[config.mk]
export PLATFORM = sky130hd
export DESIGN_NAME = circular_queue_with_iterator
export DESIGN_NICKNAME = d
export VERILOG_FILES = /design/src/rtl/cqi_pkg.sv /design/src/rtl/cqi_ctrl.sv /design/src/rtl/cqi_dp.sv /design/src/rtl/circular_queue_with_iterator.sv
export SDC_FILE = /design/constraint.sdc
export NUM_CORES = 1
export LEC_CHECK = 0
export BUFFER_PORTS_ARGS = -buffer_cell sky130_fd_sc_hd__buf_2
export CAP_MARGIN = 20
export CORE_MARGIN = 1.5
export CORE_UTILIZATION = 32
export CTS_BUF_LIST = sky130_fd_sc_hd__clkbuf_4 sky130_fd_sc_hd__clkbuf_8
export DETAILED_ROUTE_END_ITERATION = 7
export GPL_ROUTABILITY_DRIVEN = 0
export PLACE_DENSITY = 0.52
export SLEW_MARGIN = 5
export SYNTH_ARGS = -nofsm -noshare
export SYNTH_HDL_FRONTEND = slang
export SYNTH_HIERARCHICAL = 1
export SYNTH_SLANG_ARGS = --single-unit
export TNS_END_PERCENT = 30
[constraint.sdc]
create_clock -name clk -period 5.5 [get_ports clk]
set_input_delay 1.1 -clock clk [delete_from_list [all_inputs] [get_ports clk]]
set_output_delay 1.1 -clock clk [all_outputs]
set_load 0.05 [all_outputs]
[src/rtl/cqi_pkg.sv]
// ----------------------------------------------------------------------------
// cqi_pkg: shared types and codes for the circular queue with iterator
// Operation and status codes, payload structs and the controller command.
// ----------------------------------------------------------------------------
package cqi_pkg;

	localparam int unsigned DEPTH_DEF = 16;
	localparam int unsigned CAP_W     = 5;
	localparam int unsigned STEP_W    = 5;
	localparam logic [CAP_W-1:0] CAP_RESET = 5'd16;

	// Operation codes
	localparam logic [1:0] OP_PUSH      = 2'd0;
	localparam logic [1:0] OP_POP       = 2'd1;
	localparam logic [1:0] OP_ITER_RST  = 2'd2;
	localparam logic [1:0] OP_ITER_READ = 2'd3;

	// Status codes
	localparam logic [1:0] ST_OK        = 2'd0;
	localparam logic [1:0] ST_FULL      = 2'd1;
	localparam logic [1:0] ST_EMPTY     = 2'd2;
	localparam logic [1:0] ST_OUT_RANGE = 2'd3;

	// Configuration register index
	localparam logic [0:0] REG_CAPACITY = 1'd0;

	typedef struct packed {
		logic [1:0]         operation;
		logic signed [31:0] push_value;
	} item_t;

	typedef struct packed {
		logic signed [31:0] data_out;
		logic [1:0]         status;
		logic [4:0]         occupancy;
		logic               iter_in_range;
	} result_t;

	typedef struct packed {
		logic capture;  // latch the operation and read the store
		logic execute;  // update pointers and register the result
	} dp_cmd_t;

endpackage

[src/rtl/cqi_ctrl.sv]
// ----------------------------------------------------------------------------
// cqi_ctrl: operation sequencer
// Two-state machine: accept an operation, then execute it and strobe done.
// ----------------------------------------------------------------------------
module cqi_ctrl (
	input  logic             clk,
	input  logic             arst_n,
	input  logic             start,
	output logic             busy,
	output logic             done,
	output cqi_pkg::dp_cmd_t cmd
);

	typedef enum logic {
		S_IDLE,
		S_EXEC
	} state_t;

	state_t state_q;
	logic   busy_q;
	logic   done_q;

	always_comb begin
		cmd.capture = start && (state_q == S_IDLE);
		cmd.execute = (state_q == S_EXEC);
	end

	always_ff @(posedge clk or negedge arst_n) begin
		if (!arst_n) begin
			state_q <= S_IDLE;
			busy_q  <= 1'b0;
			done_q  <= 1'b0;
		end else begin
			done_q <= 1'b0;
			case (state_q)
				S_IDLE: begin
					if (start) begin
						state_q <= S_EXEC;
						busy_q  <= 1'b1;
					end
				end
				S_EXEC: begin
					state_q <= S_IDLE;
					busy_q  <= 1'b0;
					done_q  <= 1'b1;
				end
				default: begin
					state_q <= S_IDLE;
					busy_q  <= 1'b0;
				end
			endcase
		end
	end

	assign busy = busy_q;
	assign done = done_q;

endmodule

[src/rtl/cqi_dp.sv]
// ----------------------------------------------------------------------------
// cqi_dp: queue datapath
// Ring store, head/tail/iterator pointers, word count and result register.
// ----------------------------------------------------------------------------
module cqi_dp #(
	parameter int unsigned DEPTH = cqi_pkg::DEPTH_DEF
) (
	input  logic                         clk,
	input  logic                         arst_n,
	input  cqi_pkg::dp_cmd_t             cmd,
	input  cqi_pkg::item_t               item,
	input  logic [cqi_pkg::CAP_W-1:0]    capacity,
	output cqi_pkg::result_t             result
);

	localparam int unsigned IDX_W  = (DEPTH > 1) ? $clog2(DEPTH) : 1;
	localparam int unsigned CAP_W  = cqi_pkg::CAP_W;
	localparam int unsigned STEP_W = cqi_pkg::STEP_W;
	localparam logic [STEP_W-1:0] STEP_MAX = {STEP_W{1'b1}};

	logic [31:0]       mem [DEPTH];

	logic [1:0]        op_q;
	logic [31:0]       val_q;
	logic [31:0]       rd_data_q;
	logic [IDX_W-1:0]  head_q, tail_q, iter_pos_q;
	logic [CAP_W-1:0]  count_q;
	logic [STEP_W-1:0] steps_q;

	logic [IDX_W-1:0]  head_d, tail_d, iter_pos_d;
	logic [CAP_W-1:0]  count_d;
	logic [STEP_W-1:0] steps_d;
	logic [31:0]       data_d;
	logic [1:0]        status_d;
	logic              wr_en;
	logic [CAP_W-1:0]  eff_cap;
	logic [IDX_W-1:0]  rd_addr;

	// Clamp capacity to 1..DEPTH
	always_comb begin
		if (capacity == '0) begin
			eff_cap = CAP_W'(1);
		end else if (32'(capacity) > DEPTH) begin
			eff_cap = CAP_W'(DEPTH);
		end else begin
			eff_cap = capacity;
		end
	end

	function automatic logic [IDX_W-1:0] advance(input logic [IDX_W-1:0] idx,
			input logic [CAP_W-1:0] cap);
		logic [31:0] nxt;
		nxt = 32'(idx) + 32'd1;
		if (nxt >= 32'(cap)) begin
			return '0;
		end
		return nxt[IDX_W-1:0];
	endfunction

	assign rd_addr = (item.operation == cqi_pkg::OP_POP) ? head_q : iter_pos_q;

	always_comb begin
		head_d     = head_q;
		tail_d     = tail_q;
		iter_pos_d = iter_pos_q;
		count_d    = count_q;
		steps_d    = steps_q;
		data_d     = '0;
		status_d   = cqi_pkg::ST_OK;
		wr_en      = 1'b0;
		case (op_q)
			cqi_pkg::OP_PUSH: begin
				if (count_q < eff_cap) begin
					if (count_q == '0) begin
						head_d = tail_q;
					end
					wr_en   = 1'b1;
					tail_d  = advance(tail_q, eff_cap);
					count_d = count_q + CAP_W'(1);
				end else begin
					status_d = cqi_pkg::ST_FULL;
				end
			end
			cqi_pkg::OP_POP: begin
				if (count_q != '0) begin
					data_d  = rd_data_q;
					count_d = count_q - CAP_W'(1);
					if (count_d == '0) begin
						head_d = '0;
						tail_d = '0;
					end else begin
						head_d = advance(head_q, eff_cap);
					end
				end else begin
					status_d = cqi_pkg::ST_EMPTY;
				end
			end
			cqi_pkg::OP_ITER_RST: begin
				iter_pos_d = head_q;
				steps_d    = '0;
			end
			default: begin
				if (steps_q >= count_q) begin
					status_d = cqi_pkg::ST_OUT_RANGE;
				end
				data_d     = rd_data_q;
				iter_pos_d = advance(iter_pos_q, eff_cap);
				if (steps_q < STEP_MAX) begin
					steps_d = steps_q + STEP_W'(1);
				end
			end
		endcase
	end

	// Store: one write port, one registered read port
	always_ff @(posedge clk) begin
		if (cmd.capture) begin
			rd_data_q <= mem[rd_addr];
		end
		if (cmd.execute && wr_en) begin
			mem[tail_q] <= val_q;
		end
	end

	always_ff @(posedge clk) begin
		if (cmd.capture) begin
			op_q  <= item.operation;
			val_q <= item.push_value;
		end
		if (cmd.execute) begin
			result.data_out      <= data_d;
			result.status        <= status_d;
			result.occupancy     <= count_d;
			result.iter_in_range <= (32'(steps_d) < 32'(count_d));
		end
	end

	always_ff @(posedge clk or negedge arst_n) begin
		if (!arst_n) begin
			head_q     <= '0;
			tail_q     <= '0;
			iter_pos_q <= '0;
			count_q    <= '0;
			steps_q    <= '0;
		end else if (cmd.execute) begin
			head_q     <= head_d;
			tail_q     <= tail_d;
			iter_pos_q <= iter_pos_d;
			count_q    <= count_d;
			steps_q    <= steps_d;
		end
	end

endmodule

[src/rtl/circular_queue_with_iterator.sv]
// ----------------------------------------------------------------------------
// circular_queue_with_iterator: ring-buffer FIFO of 32-bit words with iterator
// Push, pop, iterator reset and iterator read-and-advance on one command port.
// ----------------------------------------------------------------------------
// Usage:
//   Command channel: drive item and raise start; the transfer happens at the
//   clock edge where start is high and busy is low. busy then stays high for
//   one cycle while the operation executes.
//   Result channel: done pulses for exactly one cycle with result valid. The
//   receiver cannot stall; take the result in that cycle or lose it.
//   Result timing: the accepted operation is executed in the S_EXEC state,
//   and result and done are registered as the controller leaves S_EXEC.
//   Issue: no new operation is taken while busy is high. The ring store
//   has a single registered read port, so each operation first reads the
//   store in the capture step and then updates pointers and writes in the
//   execute step.
//   Configuration: APB register at address 0 holds capacity (5 bits, reset
//   16); write it only while idle. Zero acts as one, values above DEPTH act
//   as DEPTH.
//   Reset: arst_n clears pointers, count and iterator and returns capacity
//   to 16 at once. The store contents are undefined until written; no
//   clearing pass is needed.
// ----------------------------------------------------------------------------
module circular_queue_with_iterator #(
	parameter int unsigned DEPTH = cqi_pkg::DEPTH_DEF
) (
	input  logic                clk,
	input  logic                arst_n,
	// command channel
	input  logic                start,
	output logic                busy,
	input  cqi_pkg::item_t      item,
	// result channel
	output logic                done,
	output cqi_pkg::result_t    result,
	// configuration port
	input  logic                psel,
	input  logic                penable,
	input  logic                pwrite,
	input  logic [2:0]          paddr,
	input  logic [31:0]         pwdata,
	output logic [31:0]         prdata,
	output logic                pready
);

	logic [cqi_pkg::CAP_W-1:0] capacity_q;
	cqi_pkg::dp_cmd_t          cmd;
	logic                      reg_hit;

	// Decode the register index from the word address
	assign reg_hit = (paddr[2:2] == cqi_pkg::REG_CAPACITY) && (paddr[1:0] == 2'b00);
	assign pready  = 1'b1;

	// Capture capacity on the access phase of a write transfer
	always_ff @(posedge clk or negedge arst_n) begin
		if (!arst_n) begin
			capacity_q <= cqi_pkg::CAP_RESET;
		end else if (psel && penable && pwrite && reg_hit) begin
			capacity_q <= pwdata[cqi_pkg::CAP_W-1:0];
		end
	end

	// Read back the register; unmapped addresses return zero
	always_comb begin
		prdata = '0;
		if (reg_hit) begin
			prdata = 32'(capacity_q);
		end
	end

	cqi_ctrl u_ctrl (
		.clk    (clk),
		.arst_n (arst_n),
		.start  (start),
		.busy   (busy),
		.done   (done),
		.cmd    (cmd)
	);

	cqi_dp #(
		.DEPTH (DEPTH)
	) u_dp (
		.clk      (clk),
		.arst_n   (arst_n),
		.cmd      (cmd),
		.item     (item),
		.capacity (capacity_q),
		.result   (result)
	);

endmodule

==> results of run 1 <==
-- logic make-up (layout without fill, tap and decap cells) --
family	Yosys count	after routing
DFF	648	648
other	2	30
and+or+nand+nor	568	568
buffers and inverters	137	360
muxes	74	74
AOI/OAI and AO/OA	163	163
adders and majority gates	38	38
xor gates and xnor gates	8	8
-- layout make-up --
cell class,count,share of cell area
well taps,1060,0.0444
flip-flops and latches,648,0.646
inverters,25,0.00314
diodes,2,0.000167
clock buffers,141,0.0588
clock inverters,63,0.0118
multi-input cells,879,0.207
repair buffers,131,0.0288
-- synth_stat cells, drive strengths merged (2+ instances only) --
master   instances
edfxtp         618
nand2          285
nand3          134
buf             80
mux4            64
o21ai           53
ha              38
nand4           34
a22oi           33
clkbuf          32
dfrtp           29
nor2            29
nor2b           27
inv             25
a21oi           24
nor3            15
and2b            9
a21o             8
and2             8
mux2             8
nand2b           7
a211oi           6
o31ai            6
o22ai            5
xnor2            5
and3             4
o211ai           4
or3              4
nand3b           3
xor2             3
a221oi           2
a22o             2
a2bb2oi          2
a41o             2
and4             2
conb             2
mux2i            2
nor4             2
o21a             2
-- metal layers --
| layer | vias up | track usage | share of wire |
|---|---|---|---|
| li1 | 6548 | - | - |
| met1 | 7247 | 0.198 | 0.45 |
| met2 | 338 | 0.246 | 0.49 |
| met3 | 81 | 0.0261 | 0.042 |
| met4 | 0 | 0.0458 | 0.017 |
| met5 | - | 0 | 0 |
-- state kept, by name, summed over array words and instances, names as in the netlist --
signal / cells
capacity_q: 5
u_ctrl/busy: 1
u_dp/count_q: 5
u_ctrl/state_q: 1
u_dp/iter_pos_q: 4
u_dp/tail_q: 4
u_dp/steps_q: 5
u_dp/val_q: 32
u_dp/mem: 512
u_ctrl/done: 1
u_dp/head_q: 4
u_dp/result: 40
u_dp/rd_data_q: 32
u_dp/op_q: 2
-- cells in the final DEF (no fill, tap or decap), types with 4 or more instances in the layout --
master / n
buf_4: 28
nor2_1: 16
inv_1: 25
and3_1: 4
mux4_2: 61
nand4_1: 34
a22oi_1: 33
o31ai_4: 4
buf_2: 94
conb_1: 28
nand2b_1: 6
nor2b_1: 26
xnor2_1: 5
o21ai_1: 31
and2b_1: 9
mux2_4: 5
clkbuf_8: 112
nand2_1: 285
nor2_4: 13
dfrtp_1: 28
or3_1: 4
a21oi_1: 22
nor3_2: 5
clkinv_1: 32
buf_12: 9
o211ai_1: 4
edfxtp_1: 618
and2_2: 5
a211oi_1: 4
ha_1: 38
nand3_1: 134
clkinv_2: 23
nor3_1: 10
o21ai_0: 21
a21o_1: 7
o22ai_1: 5
clkbuf_4: 29
-- worst max path at each step --
| stage | from | end | slack [ps] | cells after the start |
|---|---|---|---|---|
| floorplan | capacity_q[4]$_DFFE_PN1P_ | u_dp/mem[3][0]$_DFFE_PP_ | 790 | 9 |
| global placement | item[33] | u_dp/rd_data_q[19]$_DFFE_PP_ | 1390 | 7 |
| detailed placement | item[33] | u_dp/rd_data_q[19]$_DFFE_PP_ | 1350 | 7 |
| CTS | capacity_q[4]$_DFFE_PN1P_ | u_dp/mem[8][13]$_DFFE_PP_ | 1390 | 10 |
| global route | capacity_q[4]$_DFFE_PN1P_ | u_dp/mem[11][17]$_DFFE_PP_ | 1180 | 10 |
| finish | capacity_q[4]$_DFFE_PN1P_ | u_dp/mem[8][15]$_DFFE_PP_ | 1490 | 10 |
-- power by group --
| group | switching, mW | internal [mW] | leakage, nW |
|---|---|---|---|
| clock | 1.98 | 2.16 | 1.13 |
| combinational | 1.60 | 0.955 | 3.06 |
| sequential | 0.206 | 5.66 | 5.99 |
==> metrics.txt, run 1 <==
status finished, final reports clean; final setup fails 0; top post-synthesis cells by area edfxtp_1 (71%), mux4_2 (5.3%), nand2_1 (4.1%); Cell Chain, Critical Path inv_1 > nand2_1 > ha_1 > a21o_1 > a21o_1 > a21o_1 > nor3_1 > nand2_1 > nor2_4 > buf_12; clock skew 26.5 ps; max_cap viols 0; R2R Path Start capacity_q[4]$_DFFE_PN1P_; most used cell, CP a21o_1; PortBufs 94; crit path DAT 4410 ps; Tcrit/Tclk final 0.729; Non-Filler Instances 2949; initial antenna violation count 2; setup ws final 1490 ps; All-Layer GR Usage 0.148; Final #Nets 1908; dpl ws 1350 ps; EDFF count, synth 618; VDD IR-drop max 244 µV; Post-CTS Setup Bufs 0; Final min period 4010 ps; slowest CP cell nor2_4; first-pass GRT wire length 91300 µm; type of the worst setup path register to register; post-synthesis cell type count 77; P_leak 10.2 nW; worst r2r dst u_dp/mem[8][15]$_DFFE_PP_; Layout fillers 7575; clk buf depth 3; slowest stage delay, CP 730 ps; Worst R2R Path Depth 10; Clock transition at path regs 60 ps; Min Hold Slack 449 ps; multiplexer share of the synthesized area 0.0609; post-CTS sizing 0; DR vias/cell 4.82; TritonCTS Sinks 648; slew margin rel. 0.345; Peak Freq 249 MHz; dpl hpwl 32200 µm; Chip Height 288 µm; vias in the first global route 14.4k; cts-stage hold buffer count 0; Crit path buffers/inverters 2; Synth top area share 0.715; layout cells sized above 1 0.220; Synth async-reset ratio 0.0463; Hold Crit Class primary input to async pin; Synth Area in XOR/XNOR 0.00270; Mapped Avg Cell Area 15.8 µm²; RSZ-0062 raised after global routing no; Mapped Area 0.0260 mm²; flops & latches, synth 648; initial DRC count 890; CORE AREA 0.0804 mm²; chip width 288 µm; pin count of the biggest net entering global routing 68; post-synthesis adder-cell area fraction 0.0183; total power 12.6 mW; Worst path top cell family by delay simple AND/OR/NAND/NOR gates; final instance area 0.0299 mm²; final WL 61300 µm; Critical Path End Type register; Core Rows 104; total congestion overflow 0; Final Hold Fails 0; Cells after Synth 1638; via count 14.2k; Placed Cells 2743; Util after Layout 0.372; Synth warnings 6; CTS tree built; power per cell area 420 mW/mm²; htree depth 3; Critical Path RT 5900 ps; Post-synth top flop edfxtp_1; total CTS buffers 110; WL/cell 20.8 µm; Die ar. 0.0828 mm²; Post-DRT Antenna Nets 0; worst-path fanout max 17; drt first pass iters 5; kind of start point of the critical path register; storage element area 0.0193 mm²; Simple-Gate Fraction of Synth Area 0.102; r2r setup slk 1490 ps; clock latency on the worst-skew pair 730 ps; sequential element share of the synthesized area 0.744; Synth Area in Compound Gates 0.0429; area leader, netlist edfxtp_1; CTS root buf clkbuf_8; largest family of logic cells by synthesized area simple AND/OR/NAND/NOR gates; # IOs 150; Setup TNS 0 ps; area grow syn2layout 15.2%; Area after DPL 0.0278 mm²; worst slew pin tran 980 ps; Final Max Slew Viols 0; area occupied by multi-input gates 0.00618 mm²; Remaining DRCs 0; Initial Util 0.323
(Power assumes the default switching activity.)
==> inputs of run 2 (changes only) <==
--- a/config.mk
+++ b/config.mk
@@ -12,7 +12,7 @@
 export CTS_BUF_LIST = sky130_fd_sc_hd__clkbuf_4 sky130_fd_sc_hd__clkbuf_8
 export DETAILED_ROUTE_END_ITERATION = 7
 export GPL_ROUTABILITY_DRIVEN = 0
-export PLACE_DENSITY = 0.52
+export PLACE_DENSITY = 0.54
 export SLEW_MARGIN = 5
 export SYNTH_ARGS = -nofsm -noshare
 export SYNTH_HDL_FRONTEND = slang
==> constraint.sdc (replaced) <==
create_clock -name clk -period 3.41 [get_ports clk]
set_input_delay 0.682 -clock clk [delete_from_list [all_inputs] [get_ports clk]]
set_output_delay 0.682 -clock clk [all_outputs]
set_load 0.05 [all_outputs]
==> run 2 against run 1 <==
Effect of this change:
- power up 64%
- wire length up 2.5%
- sequential power up 61%
- critical path depth up 2
- cell count up 1.7%
- core utilization up 1.1 points
- largest cell class unchanged
- highest routed layer is now met5
- sequential share of layout area down 1.8 points
==> metrics.txt, run 2 (same netlist as run 1, synthesis figures left out) <==
worst setup path end u_dp/mem[2][18]$_DFFE_PP_; Non-Filler Instances 3000 (+1.7%); power per cell area 672 mW/mm² (+60%); Tcrit/Tclk final 0.958 (+0.230); GR peak layer met2; Final Max Slew Viols 0 (unchanged); switching power share of the total 0.299 (-0.00311); CORE AREA 0.0804 mm² (unchanged); Remaining DRCs 0 (unchanged); Placed Cells 2795 (+1.9%); Top Registers u_dp/mem x512, u_dp/result x40; total congestion overflow 0 (unchanged); TritonCTS Sinks 648 (unchanged); Hold Crit Class primary input to async pin; dpl ws 74.9 ps (-1280 ps); final WL 62800 µm (+2.5%); first-pass GRT wire length 94000 µm (+3.0%); PortBufs 94 (unchanged); R2R Path Start capacity_q[4]$_DFFE_PN1P_; Post-DRT Antenna Nets 0 (unchanged); Critical Path End Type register; grt met1 use 0.208 (+0.0100); met2 Resource Use GR 0.250 (+0.00379); P_leak 10.5 nW (+3.5%); Sequential Power Share 0.456 (-0.011); Worst R2R Path Depth 12 (+2); Clk pwr share 0.327 (-0.002); setup ws final 142 ps (-1350 ps); commonest cells after routing, fill and taps aside edfxtp_1 (618), nand2_1 (283), nand3_1 (134); pin count of the biggest net entering global routing 65 (-4.4%); Post-CTS Setup Bufs 0 (unchanged); CTS tree built; Min Hold Slack 43.2 ps (-406 ps); # IOs 150 (unchanged); chip width 288 µm (unchanged); met3 Track Usage GR 0.0283 (+0.00214); max_cap viols 0 (unchanged); Critical Path RT 3800 ps (-2100 ps); drt first pass iters 7 (+2); total CTS buffers 110 (unchanged); final setup fails 0 (unchanged); Final min period 3270 ps (-740 ps); max reg flops 512 (unchanged); worst r2r dst u_dp/mem[2][18]$_DFFE_PP_; Die ar. 0.0828 mm² (unchanged); dpl hpwl 36200 µm (+12%); CTS root buf clkbuf_8; Crit. Startpoint capacity_q[4]$_DFFE_PN1P_; clock latency on the worst-skew pair 740 ps (about the same); via count 14.5k (+2.2%); crit path DAT 3660 ps (-750 ps); initial DRC count 1182 (+33%); vias in the first global route 14.8k (+3.2%); Peak Freq 306 MHz (+23%); DR vias/cell 4.84 (+0.46%); worst-path fanout max 17 (unchanged); Core Rows 104 (unchanged); All-Layer GR Usage 0.154 (+0.00545); status finished, final reports clean; clock skew 55.6 ps (+29.1 ps); Initial Util 0.323 (unchanged); Final Hold Fails 0 (unchanged); Int Pwr 14.5 mW (+65%); area grow syn2layout 18.5%; worst slew pin tran 1040 ps (+63.4 ps); type of the worst setup path register to register; kind of start point of the critical path register; Chip Height 288 µm (unchanged); RSZ-0062 raised after global routing yes; commonest non-fill, non-tap cell in the layout edfxtp_1; Util after Layout 0.383 (+0.0108); htree depth 3 (unchanged); initial antenna violation count 3 (+1); WL/cell 20.9 µm (+0.71%); Sw Pwr 6.17 mW (+63%); r2r setup slk 140 ps (-1350 ps); VDD IR-drop max 288 µV (+18%); Clock transition at path regs 60 ps (about the same); Largest Register u_dp/mem; layout cells sized above 1 0.244 (+0.0241); Final #Nets 1960 (+2.7%); clk buf depth 3 (unchanged); Comb pwr share 0.216 (+0.012); slew margin rel. 0.302 (-0.0425)
run 2: power groups by stage:
stage               Clock [mW]  Combinational (mW)  Sequential (mW)
floorplan                    0                2.97             9.65
global route              7.38                4.94             9.46
detailed placement           0                4.49             9.59
CTS                       7.01                4.52             9.43
global placement             0                4.43             9.58
finish                    6.77                4.47             9.43
run 2: cell type report:
| cell class | instances | area [µm²] |
|---|---|---|
| Inverter | 25 | 93.8 |
| Clock inverter | 58 | 377 |
| Tap cell | 1060 | 1330 |
| Multi-Input combinational cell | 879 | 6230 |
| Sequential cell | 648 | 19300 |
| Timing Repair Buffer | 183 | 1630 |
| Clock buffer | 145 | 1790 |
| Fill cell | 7530 | 49700 |
| Antenna cell | 2 | 5.00 |
run 2: worst max-delay path: stages, from the launching register on:
cell and delay [ps]:
dfstp_2 530, inv_1 80, nand2_1 100, ha_1 250, a21o_1 180, a21o_1 240
a21o_1 210, buf_4 150, nor3_1 190, buf_4 180, nand2_1 240, nor3_4 330
buf_12 230
run 2: worst min-delay path by stage:
stage,end,slack [ps]
floorplan,capacity_q[0]$_DFFE_PN0P_,390
global placement,u_ctrl/busy$_DFFE_PN0P_,470
detailed placement,u_ctrl/busy$_DFFE_PN0P_,470
CTS,capacity_q[3]$_DFFE_PN0P_,20
global route,u_dp/val_q[27]$_DFFE_PP_,70
finish,u_dp/tail_q[2]$_DFFE_PN0P_,40
run 2: per-layer routing:
| layer | vias to the layer above | share of wire |
|---|---|---|
| li1 | 6647 | - |
| met1 | 7330 | 0.44 |
| met2 | 451 | 0.48 |
| met3 | 96 | 0.058 |
| met4 | 2 | 0.020 |
| met5 | - | 0.00022 |
run 2: metrics by stage:
step                      setup TNS [ps]  area (µm²)  total power [mW]
after global routing               -59.8       30800              21.8
after CTS                              0       30700              21.0
after floorplan                  -209230       26100              12.6
after detailed placement               0       28600              14.1
after global placement                 0       28600              14.0
final                                  0       30800              20.7
run 2: repair_timing:
| item | 4_1_cts | 5_1_grt |
|---|---|---|
| setup endpoints to repair | 0 | 9 |
| resized for setup | 0 | 5 |
| endpoints found under the hold margin | 0 | 0 |
| hold buffers | 0 | 0 |
